File: src/sv/haaqi_pkg.sv
// Shared types, widths and segment tables for the hourly average AQI classifier.
// Depends on nothing; every other file of the block but haaqi_ram imports it.

package haaqi_pkg;

    // Field widths of the stream items and the configuration register
    localparam int ID_W   = 5;
    localparam int TIME_W = 32;
    localparam int CONC_W = 13;
    localparam int WIN_W  = 17;
    localparam int CNT_W  = 16;
    localparam int SUM_W  = 32;
    localparam int MEAN_W = 16;
    localparam int AQI_W  = 10;
    localparam int CAT_W  = 3;

    localparam int S_TDATA_W = 56;
    localparam int M_TDATA_W = 72;

    // Defaults for the top-level parameters and the register reset
    localparam int SENSOR_SLOTS_DEF = 16;
    localparam logic [WIN_W-1:0] WINDOW_RESET = 17'd3600;

    localparam logic [CNT_W-1:0] CNT_MAX = '1;

    // Segment codes; a category is a segment code or the invalid code
    localparam int SEG_W = 3;
    localparam int BP_W  = 13;
    localparam logic [SEG_W-1:0] SEG_FIRST = 3'd0;
    localparam logic [SEG_W-1:0] SEG_LAST  = 3'd6;
    localparam logic [SEG_W-1:0] SEG_NONE  = 3'd7;
    localparam logic [CAT_W-1:0] CAT_INVALID = 3'd7;
    localparam logic [BP_W-1:0]  CAT_TOP_LIMIT = 13'd5005;

    // Shared divider sizes: dividend covers sum*100, divisor covers width*count
    localparam int DVD_W     = 39;
    localparam int DVS_W     = 27;
    localparam int DIV_CNT_W = 6;

    localparam int QUEUE_DEPTH = 2;

    // Per-sensor window record held in the slot memory
    typedef struct packed {
        logic [TIME_W-1:0] win_start;
        logic [TIME_W-1:0] win_last;
        logic [CNT_W-1:0]  count;
        logic [SUM_W-1:0]  sum;
    } slot_rec_t;

    // A closed window handed from the front end to the back end
    typedef struct packed {
        logic [ID_W-1:0]   id;
        logic [TIME_W-1:0] stamp;
        logic [SUM_W-1:0]  sum;
        logic [CNT_W-1:0]  count;
    } job_t;

    typedef enum logic {
        FR_IDLE,
        FR_UPDATE
    } fr_state_t;

    typedef enum logic [3:0] {
        BK_IDLE,
        BK_SEG,
        BK_TOP,
        BK_MEAN,
        BK_MEAN_WAIT,
        BK_SCALE,
        BK_NUM,
        BK_AQI,
        BK_AQI_WAIT,
        BK_DONE
    } bk_state_t;

    // Upper breakpoint of a segment, in tenths
    function automatic logic [BP_W-1:0] seg_hi(input logic [SEG_W-1:0] seg);
        logic [BP_W-1:0] r;
        unique case (seg)
            3'd0:    r = 13'd120;
            3'd1:    r = 13'd355;
            3'd2:    r = 13'd555;
            3'd3:    r = 13'd1505;
            3'd4:    r = 13'd2505;
            3'd5:    r = 13'd3505;
            3'd6:    r = 13'd5505;
            default: r = '0;
        endcase
        return r;
    endfunction

    // Lower breakpoint of a segment, in tenths
    function automatic logic [BP_W-1:0] seg_lo(input logic [SEG_W-1:0] seg);
        logic [BP_W-1:0] r;
        unique case (seg)
            3'd0:    r = 13'd0;
            3'd1:    r = 13'd120;
            3'd2:    r = 13'd355;
            3'd3:    r = 13'd555;
            3'd4:    r = 13'd1505;
            3'd5:    r = 13'd2505;
            3'd6:    r = 13'd3505;
            default: r = '0;
        endcase
        return r;
    endfunction

    // Breakpoint distance hi - lo of a segment, in tenths
    function automatic logic [10:0] seg_width(input logic [SEG_W-1:0] seg);
        logic [10:0] r;
        unique case (seg)
            3'd0:    r = 11'd120;
            3'd1:    r = 11'd235;
            3'd2:    r = 11'd200;
            3'd3:    r = 11'd950;
            3'd4:    r = 11'd1000;
            3'd5:    r = 11'd1000;
            3'd6:    r = 11'd2000;
            default: r = 11'd1;
        endcase
        return r;
    endfunction

    // AQI at the lower breakpoint of a segment
    function automatic logic [8:0] seg_base(input logic [SEG_W-1:0] seg);
        logic [8:0] r;
        unique case (seg)
            3'd0:    r = 9'd0;
            3'd1:    r = 9'd50;
            3'd2:    r = 9'd100;
            3'd3:    r = 9'd150;
            3'd4:    r = 9'd200;
            3'd5:    r = 9'd300;
            3'd6:    r = 9'd400;
            default: r = '0;
        endcase
        return r;
    endfunction

    // AQI range covered by a segment
    function automatic logic [6:0] seg_span(input logic [SEG_W-1:0] seg);
        logic [6:0] r;
        unique case (seg)
            3'd0, 3'd1, 3'd2, 3'd3: r = 7'd50;
            3'd4, 3'd5, 3'd6:       r = 7'd100;
            default:                r = '0;
        endcase
        return r;
    endfunction

endpackage

File: src/sv/haaqi_ram.sv
// Generic single-write, single-read RAM with a registered read port.
// Depends on nothing.

module haaqi_ram #(
    parameter int WIDTH = 8,
    parameter int DEPTH = 16,
    localparam int AW   = (DEPTH > 1) ? $clog2(DEPTH) : 1
) (
    input  logic                 clk,
    input  logic                 we,
    input  logic [AW-1:0]        waddr,
    input  logic [WIDTH-1:0]     wdata,
    input  logic                 re,
    input  logic [AW-1:0]        raddr,
    output logic [WIDTH-1:0]     rdata
);

    logic [WIDTH-1:0] mem_reg [DEPTH];
    logic [WIDTH-1:0] rdata_reg;

    // Write port
    always_ff @(posedge clk)
    begin
        if (we)
        begin
            mem_reg[waddr] <= wdata;
        end
    end

    // Registered read port
    always_ff @(posedge clk)
    begin
        if (re)
        begin
            rdata_reg <= mem_reg[raddr];
        end
    end

    assign rdata = rdata_reg;

endmodule

File: src/sv/haaqi_div.sv
// Restoring divider, one quotient bit per cycle, shared by the mean and AQI steps.
// Depends on haaqi_pkg for the operand widths.

module haaqi_div import haaqi_pkg::*; (
    input  logic             clk,
    input  logic             rst_n,
    input  logic             start,
    input  logic [DVD_W-1:0] dividend,
    input  logic [DVS_W-1:0] divisor,
    output logic             done,
    output logic [DVD_W-1:0] quotient
);

    logic                 busy_reg;
    logic                 done_reg;
    logic [DIV_CNT_W-1:0] cnt_reg;
    logic [DVD_W-1:0]     dvd_reg;
    logic [DVS_W-1:0]     rem_reg;
    logic [DVS_W-1:0]     dvs_reg;

    logic [DVS_W:0] trial;
    logic [DVS_W:0] trial_sub;
    logic           trial_ge;

    // One restoring step: shift in the next dividend bit and try the subtract
    always_comb
    begin
        trial     = {rem_reg, dvd_reg[DVD_W-1]};
        trial_ge  = trial >= {1'b0, dvs_reg};
        trial_sub = trial - {1'b0, dvs_reg};
    end

    // Control: iteration count and completion pulse
    always_ff @(posedge clk or negedge rst_n)
    begin
        if (!rst_n)
        begin
            busy_reg <= 1'b0;
            done_reg <= 1'b0;
            cnt_reg  <= '0;
        end
        else
        begin
            done_reg <= 1'b0;
            if (start)
            begin
                busy_reg <= 1'b1;
                cnt_reg  <= DIV_CNT_W'(DVD_W);
            end
            else if (busy_reg)
            begin
                cnt_reg <= cnt_reg - 1'b1;
                if (cnt_reg == DIV_CNT_W'(1))
                begin
                    busy_reg <= 1'b0;
                    done_reg <= 1'b1;
                end
            end
        end
    end

    // Datapath: quotient bits enter at the bottom as dividend bits leave the top
    always_ff @(posedge clk)
    begin
        if (start)
        begin
            dvd_reg <= dividend;
            dvs_reg <= divisor;
            rem_reg <= '0;
        end
        else if (busy_reg)
        begin
            dvd_reg <= {dvd_reg[DVD_W-2:0], trial_ge};
            rem_reg <= trial_ge ? trial_sub[DVS_W-1:0] : trial[DVS_W-1:0];
        end
    end

    assign done     = done_reg;
    assign quotient = dvd_reg;

endmodule

File: src/sv/haaqi_front.sv
// Front end: accepts samples, updates the per-sensor window record and
// hands closed windows to the queue. Depends on haaqi_pkg and haaqi_ram.

module haaqi_front import haaqi_pkg::*; #(
    parameter int SENSOR_SLOTS = SENSOR_SLOTS_DEF
) (
    input  logic                 clk,
    input  logic                 rst_n,
    input  logic                 s_tvalid,
    output logic                 s_tready,
    input  logic [S_TDATA_W-1:0] s_tdata,
    input  logic [WIN_W-1:0]     window_seconds,
    output logic                 push_valid,
    input  logic                 push_ready,
    output job_t                 push_job
);

    localparam int SLOT_W = (SENSOR_SLOTS > 1) ? $clog2(SENSOR_SLOTS) : 1;
    localparam int REC_W  = $bits(slot_rec_t);

    fr_state_t state_reg, state_next;

    logic [ID_W-1:0]         id_reg;
    logic [TIME_W-1:0]       time_reg;
    logic [CONC_W-1:0]       conc_reg;
    logic [SLOT_W-1:0]       slot_reg;
    logic [SENSOR_SLOTS-1:0] valid_reg;

    logic [ID_W-1:0]   in_id;
    logic [TIME_W-1:0] in_time;
    logic [CONC_W-1:0] in_conc;
    logic              in_ok;
    logic [SLOT_W-1:0] in_slot;
    logic              take;

    logic [REC_W-1:0] ram_rdata;
    slot_rec_t        cur_rec;
    slot_rec_t        new_rec;
    logic [TIME_W:0]  diff;
    logic             close;
    logic             proceed;
    logic             wr_en;

    // Input fields and range check of the one-based sensor id
    assign in_id   = s_tdata[ID_W-1:0];
    assign in_time = s_tdata[ID_W +: TIME_W];
    assign in_conc = s_tdata[ID_W+TIME_W +: CONC_W];
    assign in_ok   = (in_id != '0) && (32'(in_id) <= 32'(SENSOR_SLOTS));
    assign in_slot = SLOT_W'(32'(in_id) - 32'd1);
    assign take    = s_tvalid && s_tready && in_ok;

    // Slot record memory; entries that are not valid read as an empty window
    haaqi_ram #(
        .WIDTH (REC_W),
        .DEPTH (SENSOR_SLOTS)
    ) u_slot_ram (
        .clk   (clk),
        .we    (wr_en),
        .waddr (slot_reg),
        .wdata (new_rec),
        .re    (take),
        .raddr (in_slot),
        .rdata (ram_rdata)
    );

    // Record update for the sample held in the input registers
    always_comb
    begin
        cur_rec = valid_reg[slot_reg] ? slot_rec_t'(ram_rdata) : '0;
        new_rec = cur_rec;
        if (cur_rec.win_start == '0)
        begin
            new_rec.win_start = time_reg;
        end
        else
        begin
            new_rec.win_last = time_reg;
        end
        if (cur_rec.count != CNT_MAX)
        begin
            new_rec.count = cur_rec.count + 1'b1;
            new_rec.sum   = cur_rec.sum + SUM_W'(conc_reg);
        end
        diff    = {1'b0, new_rec.win_last} - {1'b0, new_rec.win_start};
        close   = $signed(diff) >= $signed((TIME_W+1)'(window_seconds));
        proceed = !close || push_ready;
    end

    // Next state
    always_comb
    begin
        state_next = state_reg;
        unique case (state_reg)
            FR_IDLE:
            begin
                if (take)
                begin
                    state_next = FR_UPDATE;
                end
            end
            FR_UPDATE:
            begin
                if (proceed)
                begin
                    state_next = FR_IDLE;
                end
            end
            default: state_next = FR_IDLE;
        endcase
    end

    // Outputs of the state machine
    always_comb
    begin
        s_tready   = 1'b0;
        wr_en      = 1'b0;
        push_valid = 1'b0;
        unique case (state_reg)
            FR_IDLE:
            begin
                s_tready = 1'b1;
            end
            FR_UPDATE:
            begin
                wr_en      = proceed && !close;
                push_valid = close;
            end
            default:
            begin
                s_tready = 1'b0;
            end
        endcase
    end

    assign push_job.id    = id_reg;
    assign push_job.stamp = time_reg;
    assign push_job.sum   = new_rec.sum;
    assign push_job.count = new_rec.count;

    // Control state and slot valid bits
    always_ff @(posedge clk or negedge rst_n)
    begin
        if (!rst_n)
        begin
            state_reg <= FR_IDLE;
            valid_reg <= '0;
        end
        else
        begin
            state_reg <= state_next;
            if (state_reg == FR_UPDATE && proceed)
            begin
                valid_reg[slot_reg] <= !close;
            end
        end
    end

    // Sample registers
    always_ff @(posedge clk)
    begin
        if (take)
        begin
            id_reg   <= in_id;
            time_reg <= in_time;
            conc_reg <= in_conc;
            slot_reg <= in_slot;
        end
    end

endmodule

File: src/sv/haaqi_queue.sv
// Short queue of closed windows between the front end and the back end.
// Depends on haaqi_pkg for the job type and depth.

module haaqi_queue import haaqi_pkg::*; (
    input  logic clk,
    input  logic rst_n,
    input  logic push_valid,
    output logic push_ready,
    input  job_t push_job,
    output logic pop_valid,
    input  logic pop_ready,
    output job_t pop_job
);

    localparam int PTR_W = (QUEUE_DEPTH > 1) ? $clog2(QUEUE_DEPTH) : 1;

    job_t             mem_reg [QUEUE_DEPTH];
    logic [PTR_W-1:0] wr_ptr_reg;
    logic [PTR_W-1:0] rd_ptr_reg;
    logic [PTR_W:0]   fill_reg;
    logic             do_push;
    logic             do_pop;

    assign push_ready = fill_reg != (PTR_W+1)'(QUEUE_DEPTH);
    assign pop_valid  = fill_reg != '0;
    assign do_push    = push_valid && push_ready;
    assign do_pop     = pop_valid && pop_ready;
    assign pop_job    = mem_reg[rd_ptr_reg];

    // Pointers and fill level
    always_ff @(posedge clk or negedge rst_n)
    begin
        if (!rst_n)
        begin
            wr_ptr_reg <= '0;
            rd_ptr_reg <= '0;
            fill_reg   <= '0;
        end
        else
        begin
            if (do_push)
            begin
                wr_ptr_reg <= (wr_ptr_reg == PTR_W'(QUEUE_DEPTH - 1)) ? '0 : wr_ptr_reg + 1'b1;
            end
            if (do_pop)
            begin
                rd_ptr_reg <= (rd_ptr_reg == PTR_W'(QUEUE_DEPTH - 1)) ? '0 : rd_ptr_reg + 1'b1;
            end
            if (do_push && !do_pop)
            begin
                fill_reg <= fill_reg + 1'b1;
            end
            else if (do_pop && !do_push)
            begin
                fill_reg <= fill_reg - 1'b1;
            end
        end
    end

    // Entry storage
    always_ff @(posedge clk)
    begin
        if (do_push)
        begin
            mem_reg[wr_ptr_reg] <= push_job;
        end
    end

endmodule

File: src/sv/haaqi_back.sv
// Back end: classifies a closed window, computes mean and AQI with the shared
// divider and holds the result in the output register. Depends on haaqi_pkg, haaqi_div.

module haaqi_back import haaqi_pkg::*; (
    input  logic                 clk,
    input  logic                 rst_n,
    input  logic                 job_valid,
    output logic                 job_ready,
    input  job_t                 job,
    output logic                 m_tvalid,
    input  logic                 m_tready,
    output logic [M_TDATA_W-1:0] m_tdata
);

    bk_state_t state_reg, state_next;

    logic [ID_W-1:0]   id_reg;
    logic [TIME_W-1:0] stamp_reg;
    logic [SUM_W-1:0]  sum_reg;
    logic [CNT_W-1:0]  cnt_reg;
    logic [SEG_W-1:0]  seg_reg;
    logic [CAT_W-1:0]  cat_reg;
    logic [MEAN_W-1:0] mean_reg;
    logic [AQI_W-1:0]  aqi_reg;
    logic [27:0]       lo_cnt_reg;
    logic [DVS_W-1:0]  den_reg;
    logic [DVD_W-1:0]  num_reg;

    logic                 m_tvalid_reg;
    logic [M_TDATA_W-1:0] m_tdata_reg;

    logic             out_free;
    logic             div_start;
    logic             div_done;
    logic [DVD_W-1:0] div_q;
    logic [DVD_W-1:0] div_dividend;
    logic [DVS_W-1:0] div_divisor;

    logic [28:0]       hi_prod;
    logic [28:0]       top_prod;
    logic              sum_lt;
    logic              sum_le;
    logic              top_over;
    logic [35:0]       sum_x10;
    logic [27:0]       lo_prod;
    logic [DVS_W-1:0]  den_prod;
    logic [DVD_W-1:0]  num_prod;
    logic [MEAN_W-1:0] mean_sat;
    logic [AQI_W-1:0]  aqi_val;

    assign out_free = !m_tvalid_reg || m_tready;

    // Segment search compares the sum with one breakpoint times count per cycle
    always_comb
    begin
        hi_prod  = 29'(seg_hi(seg_reg)) * 29'(cnt_reg);
        top_prod = 29'(CAT_TOP_LIMIT) * 29'(cnt_reg);
        sum_lt   = sum_reg <  SUM_W'(hi_prod);
        sum_le   = sum_reg <= SUM_W'(hi_prod);
        top_over = sum_reg >  SUM_W'(top_prod);
    end

    // Operand preparation for the mean and AQI divisions
    always_comb
    begin
        sum_x10  = 36'({sum_reg, 3'b000}) + 36'({sum_reg, 1'b0});
        lo_prod  = 28'(seg_lo(seg_reg)) * 28'(cnt_reg);
        den_prod = DVS_W'(seg_width(seg_reg)) * DVS_W'(cnt_reg);
        num_prod = DVD_W'(sum_reg - SUM_W'(lo_cnt_reg)) * DVD_W'(seg_span(seg_reg));
        div_dividend = (state_reg == BK_MEAN) ? DVD_W'(sum_x10) : num_reg;
        div_divisor  = (state_reg == BK_MEAN) ? DVS_W'(cnt_reg) : den_reg;
        mean_sat = (div_q > DVD_W'({MEAN_W{1'b1}})) ? '1 : div_q[MEAN_W-1:0];
        aqi_val  = AQI_W'(seg_base(seg_reg)) + div_q[AQI_W-1:0];
    end

    haaqi_div u_div (
        .clk      (clk),
        .rst_n    (rst_n),
        .start    (div_start),
        .dividend (div_dividend),
        .divisor  (div_divisor),
        .done     (div_done),
        .quotient (div_q)
    );

    // Next state
    always_comb
    begin
        state_next = state_reg;
        unique case (state_reg)
            BK_IDLE:
            begin
                if (job_valid)
                begin
                    state_next = BK_SEG;
                end
            end
            BK_SEG:
            begin
                if (seg_reg == SEG_LAST)
                begin
                    state_next = sum_le ? BK_TOP : BK_MEAN;
                end
                else if (sum_lt)
                begin
                    state_next = BK_MEAN;
                end
            end
            BK_TOP:       state_next = BK_MEAN;
            BK_MEAN:      state_next = BK_MEAN_WAIT;
            BK_MEAN_WAIT:
            begin
                if (div_done)
                begin
                    state_next = (seg_reg == SEG_NONE) ? BK_DONE : BK_SCALE;
                end
            end
            BK_SCALE:     state_next = BK_NUM;
            BK_NUM:       state_next = BK_AQI;
            BK_AQI:       state_next = BK_AQI_WAIT;
            BK_AQI_WAIT:
            begin
                if (div_done)
                begin
                    state_next = BK_DONE;
                end
            end
            BK_DONE:
            begin
                if (out_free)
                begin
                    state_next = BK_IDLE;
                end
            end
            default: state_next = BK_IDLE;
        endcase
    end

    // Outputs of the state machine
    always_comb
    begin
        job_ready = 1'b0;
        div_start = 1'b0;
        unique case (state_reg)
            BK_IDLE:         job_ready = 1'b1;
            BK_MEAN, BK_AQI: div_start = 1'b1;
            default:
            begin
                job_ready = 1'b0;
                div_start = 1'b0;
            end
        endcase
    end

    // Control state and output valid
    always_ff @(posedge clk or negedge rst_n)
    begin
        if (!rst_n)
        begin
            state_reg    <= BK_IDLE;
            m_tvalid_reg <= 1'b0;
        end
        else
        begin
            state_reg <= state_next;
            if (state_reg == BK_DONE && out_free)
            begin
                m_tvalid_reg <= 1'b1;
            end
            else if (m_tready)
            begin
                m_tvalid_reg <= 1'b0;
            end
        end
    end

    // Working registers of the current window
    always_ff @(posedge clk)
    begin
        case (state_reg)
            BK_IDLE:
            begin
                if (job_valid)
                begin
                    id_reg    <= job.id;
                    stamp_reg <= job.stamp;
                    sum_reg   <= job.sum;
                    cnt_reg   <= job.count;
                    seg_reg   <= SEG_FIRST;
                end
            end
            BK_SEG:
            begin
                if (seg_reg == SEG_LAST)
                begin
                    if (!sum_le)
                    begin
                        seg_reg <= SEG_NONE;
                        cat_reg <= CAT_INVALID;
                    end
                end
                else if (sum_lt)
                begin
                    cat_reg <= CAT_W'(seg_reg);
                end
                else
                begin
                    seg_reg <= seg_reg + 1'b1;
                end
            end
            BK_TOP:
            begin
                cat_reg <= top_over ? CAT_INVALID : CAT_W'(SEG_LAST);
            end
            BK_MEAN_WAIT:
            begin
                if (div_done)
                begin
                    mean_reg <= mean_sat;
                    if (seg_reg == SEG_NONE)
                    begin
                        aqi_reg <= '1;
                    end
                end
            end
            BK_SCALE:
            begin
                lo_cnt_reg <= lo_prod;
                den_reg    <= den_prod;
            end
            BK_NUM:
            begin
                num_reg <= num_prod;
            end
            BK_AQI_WAIT:
            begin
                if (div_done)
                begin
                    aqi_reg <= aqi_val;
                end
            end
            BK_DONE:
            begin
                if (out_free)
                begin
                    m_tdata_reg <= {6'b0, cat_reg, aqi_reg, mean_reg, stamp_reg, id_reg};
                end
            end
            default:
            begin
                num_reg <= num_reg;
            end
        endcase
    end

    assign m_tvalid = m_tvalid_reg;
    assign m_tdata  = m_tdata_reg;

endmodule

File: src/sv/hourly_average_aqi_classifier_unit.sv
// Hourly average AQI classifier: front end, window queue and back end.
// Depends on haaqi_pkg, haaqi_front, haaqi_queue and haaqi_back.
// Samples are taken one at a time: each is accepted, then its slot record is read, updated and
// written back before the next sample is accepted. A result passes a segment search and two
// passes (start, iterations, done) of the shared bit-serial divider, one for the mean and one
// for the AQI; the AQI pass is skipped when the mean lies above the top breakpoint. A closed
// window holds the back end until its result is in the output register; once the queue is
// full, a closing sample stalls the input.
// Reset clears all slot valid bits at once (no clearing pass) and sets the window to 3600 s.

module hourly_average_aqi_classifier_unit import haaqi_pkg::*; #(
    parameter int SENSOR_SLOTS = SENSOR_SLOTS_DEF
) (
    input  logic                 clk,
    input  logic                 rst_n,
    // s_tdata: sensor_id[4:0], sample_time[36:5], concentration[49:37], zero[55:50]
    input  logic                 s_tvalid,
    output logic                 s_tready,
    input  logic [S_TDATA_W-1:0] s_tdata,
    // m_tdata: out_sensor_id[4:0], close_time[36:5], mean_concentration[52:37],
    //          aqi[62:53], category[65:63], zero[71:66]
    output logic                 m_tvalid,
    input  logic                 m_tready,
    output logic [M_TDATA_W-1:0] m_tdata,
    input  logic                 cfg_we,
    input  logic [WIN_W-1:0]     cfg_wdata
);

    logic [WIN_W-1:0] window_seconds_reg;

    logic push_valid;
    logic push_ready;
    job_t push_job;
    logic pop_valid;
    logic pop_ready;
    job_t pop_job;

    // Window length register
    always_ff @(posedge clk or negedge rst_n)
    begin
        if (!rst_n)
        begin
            window_seconds_reg <= WINDOW_RESET;
        end
        else if (cfg_we)
        begin
            window_seconds_reg <= cfg_wdata;
        end
    end

    haaqi_front #(
        .SENSOR_SLOTS (SENSOR_SLOTS)
    ) u_front (
        .clk            (clk),
        .rst_n          (rst_n),
        .s_tvalid       (s_tvalid),
        .s_tready       (s_tready),
        .s_tdata        (s_tdata),
        .window_seconds (window_seconds_reg),
        .push_valid     (push_valid),
        .push_ready     (push_ready),
        .push_job       (push_job)
    );

    haaqi_queue u_queue (
        .clk        (clk),
        .rst_n      (rst_n),
        .push_valid (push_valid),
        .push_ready (push_ready),
        .push_job   (push_job),
        .pop_valid  (pop_valid),
        .pop_ready  (pop_ready),
        .pop_job    (pop_job)
    );

    haaqi_back u_back (
        .clk       (clk),
        .rst_n     (rst_n),
        .job_valid (pop_valid),
        .job_ready (pop_ready),
        .job       (pop_job),
        .m_tvalid  (m_tvalid),
        .m_tready  (m_tready),
        .m_tdata   (m_tdata)
    );

endmodule
File: config.mk
export PLATFORM = sky130hd
export DESIGN_NAME = hourly_average_aqi_classifier_unit
export DESIGN_NICKNAME = d
export VERILOG_FILES = /design/src/sv/haaqi_pkg.sv /design/src/sv/haaqi_ram.sv /design/src/sv/haaqi_div.sv /design/src/sv/haaqi_front.sv /design/src/sv/haaqi_queue.sv /design/src/sv/haaqi_back.sv /design/src/sv/hourly_average_aqi_classifier_unit.sv
export SDC_FILE = /design/constraint.sdc
export NUM_CORES = 2
export LEC_CHECK = 0
export ABC_AREA = 1
export BUFFER_PORTS_ARGS = -buffer_cell sky130_fd_sc_hd__buf_2
export CORE_UTILIZATION = 45
export CTS_CLUSTER_DIAMETER = 200
export DETAILED_ROUTE_END_ITERATION = 16
export PLACE_DENSITY = 0.61
export SETUP_SLACK_MARGIN = 0.15
export SYNTH_ARGS = -nofsm -noshare
export SYNTH_HDL_FRONTEND = slang
export SYNTH_SLANG_ARGS = --single-unit
export TNS_END_PERCENT = 100
File: constraint.sdc
create_clock -name clk -period 24.9 [get_ports clk]
set_input_delay 2.49 -clock clk [delete_from_list [all_inputs] [get_ports clk]]
set_output_delay 2.49 -clock clk [all_outputs]
set_load 0.05 [all_outputs]
# Word-level counts from Yosys, hierarchy flattened
# Memory sizes are Yosys's and may differ from the RTL's. A register that Yosys moved wholly into a read port is not among the register bits.
# Index checks and enable logic that the tools add are counted.
# op_classes
n_addsub	14
n_mul	5
magnitude_cmp	9
n_eq_ne	27
mux	67
bitwise_logic	1
reduce_logical	39
# op_table
cell	count
$mux 39	3
$mux 112	1
$pmux 13 s7	1
$pmux 12 s6	1
$pmux 11 s6	1
$mux 32	2
$pmux 9 s6	1
$mux 48	1
$pmux 4 s10	1
$gt 39x16->1 const B	1
$mul 39x7->39	1
$add 35x33->36	1
$ge 33x18->1	1
$sub 32x28->33	1
$sub 32x32->33	1
$add 32x13->32	1
$gt 32x29->1	1
$le 32x29->1	1
$logic_not 32->1	1
$lt 32x29->1	1
$mux 10	3
$mul 13x16->29	1
$mul 13x16->29 const A	1
$ge 28x27->1	1
other kinds (56)	133
# totals
regBits	390
mem_bits_rw	1962
in_bits	78
output_inout_bits	74
elab_cells	191
n_memories	2
# memory_table
memory	depth	width	read_ports	rd_ports_with_merged_regs	wr	line	rtl
u_front.u_slot_ram.mem_reg	16	112	1	1	1	haaqi_ram.sv:18	logic [WIDTH-1:0] mem_reg [DEPTH];
u_queue.mem_reg	2	85	1	1	1	haaqi_queue.sv:17	job_t mem_reg [QUEUE_DEPTH];

# Longest topological paths before layout
# depth
ltp_word	13
mapped_depth	51
depth_no_buf	49

# By module
# From an unflattened synthesis, not the netlist that was laid out.
# hier_totals
hier_cells	15246
area_unflattened_um2	145062.9
# modules_own_cells
module	instances	cells_each	area_each_um2	seq_area_each_um2
haaqi_ram	1	7347	79749.0	57174.8
haaqi_back	1	5214	43456.7	8413.1
haaqi_front	1	1248	8321.7	2047.0
haaqi_div	1	892	6432.4	2722.6
haaqi_queue	1	473	6417.4	5205.0
hourly_average_aqi_classifier_unit	1	72	685.7	430.4

# Worst setup path before layout
# OpenSTA, ideal clock, no wires.
# synth_timing
kind	input -> register
start	input s_tdata[0]
end	register u_front.state_reg
setup_ns	0.158
t_arrival_ns	16.995
required_ns	24.742
setup_slack_ns	7.748
path_stages	9
path_buffers	4
cell_sequence	clkbuf_1 clkinv_1 clkbuf_1 clkbuf_1 clkbuf_1 ha_1 nand3_1 a211oi_1 o21bai_1
# synth_via
elab_chain_cells	5
elab_cells_between_ends	6
classes_between	order compare: 1; mux: 2; reduce/logical: 3
# synth_rtl
item	line	rtl
start, declared	hourly_average_aqi_classifier_unit.sv:19	input logic [S_TDATA_W-1:0] s_tdata,
$le 5x5->1 or $reduce_bool 5->1 (tied branches)	haaqi_front.sv:48	assign in_ok = (in_id != '0) && (32'(in_id) <= 32'(SENSOR_SLOTS));
$logic_and 1x1->1 (*)	haaqi_front.sv:48	
$logic_and 1x1->1 (*)	haaqi_front.sv:50	assign take = s_tvalid && s_tready && in_ok;
via u_front.take	haaqi_front.sv:34	logic take;
$mux 1 (*)	haaqi_front.sv:96	if (take)
$pmux 1 s2 (*)	haaqi_front.sv:93	unique case (state_reg)
via u_front.state_next	haaqi_front.sv:21	fr_state_t state_reg, state_next;
end signal, assigned	haaqi_front.sv:150	state_reg <= state_next;
end, declared	haaqi_front.sv:21	
# The timed path passes the listed nets; every way through them passes the cells marked *.
# A chain may end at the register's enable or synchronous reset.

==> qor.yml <==
layout:
  syn_to_final_growth_pct: 10.7
  largest_register_ffs: 1792
  drive_above_1_share: 0.0689
  nets: 13500
route:
  viasPerCell: 5.66
  vias: 92700
  drt_wl_total_um: 376000
  wire_per_inst_um: 22.9
  drt_pass1_iterations: 7
  remaining_drc_errors: 0
  drt_iter0_drc: 9037
  ant_nets: 0
critical_path:
  critPathMostFrequentCell: "nand2_1"
  reg2reg_to: "u_front.u_slot_ram.mem_reg[14][42]"
  cp.buffers_inverters: 10
  cpPeakStageDelay_ns: 1.12
  reg2reg_depth: 40
  cp_max_fo: 43
  rr_startpoint: "u_front.slot_reg[1]"
  slowest_stage: "o21ai_1"
  end_kind: "flop"
  r2r_setup_slack_ns: 12.59
  path_class: "flop to flop"
  cpLargestDelayFamily: "simple AND/OR/NAND/NOR gates"
  worstSetupStartpointType: "flop"
  arrival_ns: 12.78
  required_ns: 25.37
clock_tree:
  cts_tree: "built"
  clk_latency_ns: 0.91
  cts_root_buf: "clkbuf_16"
  cts_resized: 0
  cts.reportedPaths.clkPinSlew_ns: 0.06
  cts_buffer_depth: 4
  htreeDepth: 5
  cts.sinks: 2548
  ctsHoldBuffers: 0
  postCtsSetupRepairBufs: 0
  cts_buffers: 280
grt:
  antenna_found_initial: 14
  grt_start_max_net_pins: 231
  grtUsageTotal: 0.247
  grt_overflow: 0
  grt_pass1_vias: 92400
  grt_first_pass_wirelength_um: 564000
min_path:
  min_from: "u_back.aqi_reg[6]"
  min_to: "u_back.m_tdata[59]"
  hold_path_depth: 0
  hold_path.class: "flop to flop"
sta:
  tns_ns: 0
  min_period_ns: 12.31
  hold_slack_ns: 0.397
  final-max-slew-violation-count: 0
  worst_slew_pin_slew_ns: 1.40
  fmax_mhz: 81.2
  rsz0062_at_grt: "no"
  period_share: 0.494
  skew_ns: 0.0890
  max_slew_margin: 0.0637
  setup_violations: 0
  hold_violations: 0
placed_design:
  finalWeightedCongestion: 0.949
  port_buffers: 139
  dp.final_hpwl_um: 232000
die:
  die_h_um: 548
  num_io_pins: 152
  die_w_um: 548
  core_area_um2: 297000
  floorplan.die_area_um2: 300000
  num_rows: 200
  start_util: 0.452
synthesis:
  ys_seq_area_frac: 0.567
  ys_seq_elements: 2548
  synth_edf_count: 2470
  synthArstFlopShare: 0.0200
  synth_ff_type: "edfxtp_1"
  yosys_warnings: 0
  synth.distinct_cells: 58
  synth.avg_cell_area_um2: 11.0
  synthCells: 12100
  synth_area_um2: 134000
job:
  cap_violations: 0
outcome:
  status: "completed"
cells by family (layout without fill, tap and decap cells):
group,after synthesis,count (layout),synth area share
AOI/OAI and AO/OA,2409,2409,0.106
adders and majority gates,1211,1211,0.144
buffers and inverters,2058,2352,0.0587
muxes,1,1,0.0000839
DFF,2548,2548,0.567
xor gates and xnor gates,237,237,0.0155
and+or+nand+nor,3682,3682,0.109
other,1,11,0.0000280
cells in the mapped netlist (15+ instances only):
cell type,instances,area (um2)
o21ai_0,1200,6010
buf_2,18,90.1
nand3_1,253,1270
xnor2_1,94,823
a21o_1,34,255
nand4_1,49,307
o211ai_1,231,1730
a21oi_1,345,1730
inv_2,17,63.8
edfxtp_1,2470,74200
nor2_1,1531,5750
o21ai_1,24,120
dfrtp_1,47,1180
nor3_1,53,265
o21bai_1,25,188
dfxtp_1,27,541
nand2_1,1711,6420
buf_1,25,93.8
fa_1,552,11100
a31oi_1,15,93.8
xor2_1,143,1250
ha_1,659,8250
clkbuf_1,481,1810
o221ai_1,270,2360
inv_1,1483,5570
nor4_1,25,156
o22ai_1,196,1230
how the worst max path moves through the flow:
stage | start | cells after the start | endpoint
2_1_floorplan | s_tdata[0] | 9 | u_front.state_reg
3_3_place_gp | u_front.slot_reg[0] | 45 | u_front.u_slot_ram.mem_reg[14][102]
3_5_place_dp | u_front.slot_reg[0] | 45 | u_front.u_slot_ram.mem_reg[14][110]
4_1_cts | u_front.slot_reg[0] | 45 | u_front.u_slot_ram.mem_reg[14][42]
5_1_grt | u_front.slot_reg[0] | 48 | u_front.u_slot_ram.mem_reg[14][42]
6_report | u_front.slot_reg[1] | 40 | u_front.u_slot_ram.mem_reg[14][42]
routing by layer:
layer,track usage,wire length [um]
met1,0.324,153000
met2,0.417,181000
met3,0.0336,27400
met4,0.0911,14600
met5,0,43
final cells by class:
class                   count  area, um2
fillers                 26300     148000
flip-flops and latches   2548      76000
multi-input cells        7546      50400
clock buffers             339       7330
inverters                1514       5800
well taps                3939       4930
repair buffers            341       2320
clock inverters           158       1620
diodes                      5       12.5
cells in the final DEF (no fill, tap or decap), types with 52 or more instances in the layout:
cell type,count
a21oi_1,345
buf_2,137
buf_4,195
clkbuf_16,282
clkinv_1,65
edfxtp_1,2470
fa_1,552
ha_1,658
inv_1,1464
nand2_1,1711
nand3_1,253
nor2_1,1523
nor3_1,52
o211ai_1,231
o21ai_0,1191
o221ai_1,270
o22ai_1,196
xnor2_1,92
xor2_1,139
per-stage QoR:
step | util | setup WS (ns) | instances | cell area, um2
final | 0.500 | 12.59 | 16400 | 148000
after global routing | 0.500 | 11.93 | 16400 | 148000
after global placement | 0.470 | 12.90 | 15900 | 139000
after detailed placement | 0.470 | 12.83 | 15900 | 139000
after CTS | 0.500 | 12.73 | 16400 | 148000
after floorplan | - | 7.75 | 12200 | 134000
Power is left out: the tool's default activity adds up to more than one toggle a clock period on the data nets, which glitch-free logic cannot reach.
